$ cat config.mk
export PLATFORM = sky130hd
export DESIGN_NAME = tra_result
export DESIGN_NICKNAME = d
export VERILOG_FILES = /design/src/tra_pkg.sv /design/src/tra_result.sv
export SDC_FILE = /design/constraint.sdc
export NUM_CORES = 1
export LEC_CHECK = 0
export ABC_AREA = 1
export BUFFER_PORTS_ARGS = -buffer_cell sky130_fd_sc_hd__buf_2
export CORE_UTILIZATION = 24
export CTS_CLUSTER_DIAMETER = 120
export CTS_CLUSTER_SIZE = 20
export DETAILED_ROUTE_END_ITERATION = 7
export GPL_ROUTABILITY_DRIVEN = 0
export PLACE_DENSITY = 0.49
export SLEW_MARGIN = 25
export SYNTH_ARGS = -nofsm -noshare
export SYNTH_HDL_FRONTEND = slang
export SYNTH_SLANG_ARGS = --single-unit
export TNS_END_PERCENT = 1
$ cat constraint.sdc
create_clock -name aclk -period 1.67 [get_ports aclk]
set_clock_uncertainty 0.2 [all_clocks]
set_input_delay 0.334 -clock aclk [delete_from_list [all_inputs] [get_ports aclk]]
set_output_delay 0.334 -clock aclk [all_outputs]
set_load 0.02 [all_outputs]
$ cat src/tra_pkg.sv
// Shared types and constants of the temporal raster aggregator.
package tra_pkg;

    // Fixed sizes of the datapath
    localparam int SAMPLE_BITS = 16;
    localparam int SUM_BITS    = SAMPLE_BITS + 16;
    localparam int MAX_PIXELS  = 4096;
    localparam int POS_BITS    = $clog2(MAX_PIXELS);
    localparam int SIZE_BITS   = POS_BITS + 1;
    localparam int MAX_FRAMES  = 65536;
    localparam int COUNT_BITS  = $clog2(MAX_FRAMES) + 1;
    localparam int REM_BITS    = COUNT_BITS - 1;
    localparam int DIV_STAGES  = SUM_BITS;
    localparam int MODE_BITS   = 2;
    localparam int CFG_IDX_BITS = 2;
    localparam int CFG_DATA_BITS = 16;

    // Register indexes of the configuration port
    localparam logic [CFG_IDX_BITS-1:0] REG_MODE          = 2'd0;
    localparam logic [CFG_IDX_BITS-1:0] REG_NODATA_ENABLE = 2'd1;
    localparam logic [CFG_IDX_BITS-1:0] REG_NODATA_VALUE  = 2'd2;
    localparam logic [CFG_IDX_BITS-1:0] REG_PIXELS        = 2'd3;

    // Aggregation modes; any other code averages
    localparam logic [MODE_BITS-1:0] MODE_MIN = 2'd0;
    localparam logic [MODE_BITS-1:0] MODE_MAX = 2'd1;

    typedef struct packed {
        logic [MODE_BITS-1:0]          mode;
        logic                          nodata_enable;
        logic signed [SAMPLE_BITS-1:0] nodata_value;
        logic [SIZE_BITS-1:0]          pixels_per_frame;
    } cfg_t;

    typedef struct packed {
        logic signed [SAMPLE_BITS-1:0] pixel_value;
        logic                          first_frame;
        logic                          last_frame;
    } in_item_t;

    typedef struct packed {
        logic signed [SAMPLE_BITS-1:0] result_value;
        logic                          result_missing;
        logic                          end_of_frame;
    } out_item_t;

    // One accumulator entry: sticky mark and running value
    typedef struct packed {
        logic                       mark;
        logic signed [SUM_BITS-1:0] value;
    } acc_entry_t;

    // Closed window leaving the accumulator stage
    typedef struct packed {
        logic                       valid;
        logic                       mark;
        logic                       eof;
        logic signed [SUM_BITS-1:0] value;
        logic [COUNT_BITS-1:0]      divisor;
    } acc_item_t;

    // Quotient and side data leaving the divider
    typedef struct packed {
        logic                   valid;
        logic                   neg;
        logic                   mark;
        logic                   eof;
        logic [SAMPLE_BITS-1:0] minmax;
        logic [SUM_BITS-1:0]    quot;
    } div_result_t;

endpackage

$ cat src/tra_result.sv
// Result formatting and two-entry output queue.
module tra_result (
    input  logic                 aclk,
    input  logic                 aresetn,
    input  logic                 enable,
    input  tra_pkg::div_result_t res,
    input  tra_pkg::cfg_t        cfg,
    output logic                 room,
    output logic                 m_valid,
    input  logic                 m_ready,
    output tra_pkg::out_item_t   m_data
);
    import tra_pkg::*;

    out_item_t  queue_reg [2];
    logic       wr_ptr_reg;
    logic       rd_ptr_reg;
    logic [1:0] fill_reg;

    out_item_t  item;
    logic       push;
    logic       pop;

    localparam logic [SUM_BITS-1:0] POS_LIMIT = SUM_BITS'((1 << (SAMPLE_BITS-1)) - 1);
    localparam logic [SUM_BITS-1:0] NEG_LIMIT = SUM_BITS'(1 << (SAMPLE_BITS-1));

    // Sign, clamp and select the result value
    always_comb begin
        logic signed [SAMPLE_BITS-1:0] avg;
        if (res.neg) begin
            avg = (res.quot >= NEG_LIMIT) ? {1'b1, {(SAMPLE_BITS-1){1'b0}}}
                                          : (~res.quot[SAMPLE_BITS-1:0] + SAMPLE_BITS'(1));
        end else begin
            avg = (res.quot > POS_LIMIT) ? {1'b0, {(SAMPLE_BITS-1){1'b1}}}
                                         : res.quot[SAMPLE_BITS-1:0];
        end
        item.result_missing = res.mark;
        item.end_of_frame   = res.eof;
        if (res.mark) begin
            item.result_value = cfg.nodata_value;
        end else if (cfg.mode == MODE_MIN || cfg.mode == MODE_MAX) begin
            item.result_value = res.minmax;
        end else begin
            item.result_value = avg;
        end
    end

    assign room    = (fill_reg != 2'd2);
    assign push    = enable && res.valid;
    assign pop     = m_valid && m_ready;
    assign m_valid = (fill_reg != 2'd0);
    assign m_data  = queue_reg[rd_ptr_reg];

    // Queue pointers and fill level
    always_ff @(posedge aclk) begin
        if (!aresetn) begin
            wr_ptr_reg <= 1'b0;
            rd_ptr_reg <= 1'b0;
            fill_reg   <= 2'd0;
        end else begin
            if (push) begin
                wr_ptr_reg <= ~wr_ptr_reg;
            end
            if (pop) begin
                rd_ptr_reg <= ~rd_ptr_reg;
            end
            if (push && !pop) begin
                fill_reg <= fill_reg + 2'd1;
            end else if (pop && !push) begin
                fill_reg <= fill_reg - 2'd1;
            end
        end
    end

    always_ff @(posedge aclk) begin
        if (push) begin
            queue_reg[wr_ptr_reg] <= item;
        end
    end

endmodule

==> results.json <==
{
  "outcome": "finished with violations",
  "violations": "setup timing",
  "fin_setup_tns_ns": -2.31,
  "n_antenna_cell": 0,
  "dp_hpwl_um": 5390,
  "cts_buffer_depth": 2,
  "wire_per_inst_um": 11.8,
  "grt_start_max_net_pins": 34,
  "synth_cell_types": 32,
  "cts_tree": "done",
  "worstHoldPathType": "primary input to register",
  "largest_reg_flops": 36,
  "slew_violations": 0,
  "die_y_um": 106,
  "drive_above_1_share_pct": 39.6,
  "drt_iter0_markers": 72,
  "path_clk_slew_ns": 0.07,
  "area_growth_pct": 48.3,
  "setup_viol": 18,
  "synthFlopType": "edfxtp_1",
  "grt.total_usage_pct": 12.2,
  "numCtsBuffers": 5,
  "core_area_um2": 10400,
  "synth_common_cells": "100 x nand2_1, 65 x nor2_1, 36 x edfxtp_1",
  "nNetsFinal": 539,
  "fin_ws_ns": -0.154,
  "cap_viol_max_count": 0,
  "synth_cells": 318,
  "critPathMaxFanout": 6,
  "initial_core_util_pct": 25.0,
  "grt_pass1_wl_um": 10600,
  "post-place-ws_ns": -0.284,
  "syn_area_um2": 2600,
  "antenna_found_initial": 0,
  "grt-ovfl-total": 0,
  "peakVddDrop_mv": 0.281,
  "routed_wl_um": 6920,
  "synth-seq-cells": 41,
  "crit_arrival_ns": 1.29,
  "dpl_cell_area_um2": 3530,
  "critPathCaptureType": "primary output",
  "holdWs_ns": 0.0445,
  "yosys_warnings": 0,
  "synth_top_area_cell": "edfxtp_1",
  "rsz0062_at_grt": "true",
  "via_per_inst": 4.22,
  "drcViolationCount": 0,
  "vias": 2474,
  "clk_latency_ns": 0.28,
  "postLayoutCellArea_um2": 3860,
  "placementRows": 37,
  "cts-root-buf": "clkbuf_8",
  "htreeDepth": 2,
  "worstSetupPathType": "register to primary output",
  "fmax_mhz": 548,
  "dr.pass1.iters": 4,
  "p_total_uw": 2790,
  "numClockSinks": 41,
  "p_per_area_nw_per_um2": 722,
  "cp-start-kind": "register",
  "fin_crit_ns": 1.82,
  "yosysMostFrequentCell": "nand2_1",
  "die-area_um2": 11300,
  "synth_top_cell_area_share_pct": 41.5,
  "hold_buffers": 0,
  "synthArstFlopShare_pct": 0,
  "tightest_slew_ns": 0.249,
  "io_pins": 108,
  "synth-seq-area-share_pct": 45.4,
  "num-fill-cells": 1091,
  "grt_pass1_vias": 2278,
  "ys_top_cells_by_area": "edfxtp_1 42%, nand2_1 14%, nor2_1 9.4%",
  "fin_crit_sh_pct": 109,
  "synth_enable_flop_cells": 36,
  "crit_required_ns": 1.14,
  "fp.dieW_um": 106,
  "synth_fp_nets": 408,
  "post_cts_buffers": 0,
  "power_leakage_uw": 0.00175,
  "timing.slew.headroom_pct": 83.3,
  "synth.avg_cell_area_um2": 8.19,
  "ant_nets": 0,
  "hold_viol_final": 0,
  "io_buffers": 92
}
-- critical path, stage by stage, from the launching register on --
cell       delay [ns]
dfxtp_4          0.39
clkbuf_16        0.17
mux2_4           0.31
buf_6            0.13
-- path summary, 6_finish.rpt --
kind / startpoint / end / slack (ns) / cells after the start
worst max-delay path: register / m_data[14] / -0.15 / 3
worst min-delay path: res[48] / queue_reg[1][0] / 0.04 / 1
worst max register to register: fill_reg[0] / fill_reg[1] / 0.04 / 8
worst min register to register: fill_reg[1] / fill_reg[1] / 0.31 / 2
-- repair_timing --
item / CTS / global route
endpoints found under the hold margin: 0 / 0
gates cloned: 0 / 1
resized for setup: 5 / 60
pin swaps: 0 / 1
setup endpoints to repair: 18 / 45
-- kinds of logic (layout without fill, tap and decap cells) --
group / after synthesis / in the layout / share of synthesized area [%]
multiplexers: 18 / 18 / 7.78
flip-flops: 41 / 41 / 45.4
buffers and inverters: 32 / 164 / 6.49
AO/OA/AOI/OAI: 17 / 17 / 3.80
AND/OR/NAND/NOR: 201 / 201 / 33.3
adder cells (fa/ha/maj): 2 / 2 / 0.961
XOR/XNOR: 7 / 7 / 2.35
-- metal layers --
layer	track usage, %	routed length (um)	part of all wire, %	up-vias
li1	-	-	-	1297
met1	15.2	3210	46	1114
met2	21.2	3350	48	57
met3	2.02	268	3.9	6
met4	3.87	89	1.3	0
met5	0	0	0	-
-- report_power, final --
group / switching [uW] / leakage [uW] / internal (uW) / total [uW]
combinational: 440 / 0.00133 / 476 / 917
sequential: 24.9 / 0.000373 / 1180 / 1210
clock: 330 / 0.0000445 / 336 / 665
-- placed cells by master (no fill, tap or decap), drive strengths merged --
master and count:
nand4 4, nand2 102, a21oi 9, and2 1, nor2 70, nand3b 1
buf 132, bufinv 1, mux2 18, xor2 3, dfxtp 5, nor3 2
nand3 21, ha 2, xnor2 4, clkinvlp 1, clkbuf 8, edfxtp 36
inv 22, o21bai 1, o21ai 7
-- through the flow --
step | util, % | std cells
3_3_place_gp | 33.9 | 577
6_report | 37.1 | 586
5_1_grt | 37.1 | 586
3_5_place_dp | 33.9 | 577
4_1_cts | 35.0 | 585
2_1_floorplan | - | 318
-- final cells by class --
class / count / area [um^2] / share of cell area [%]
Timing Repair Buffer: 133 / 968 / 25.1
Inverter: 23 / 100 / 2.59
Tap cell: 136 / 170 / 4.41
Clock inverter: 1 / 7.51 / 0.194
Sequential cell: 41 / 1180 / 30.7
Multi-Input combinational cell: 245 / 1340 / 34.8
Clock buffer: 7 / 86.3 / 2.24
Note: power is estimated with default switching activity, not from simulation.
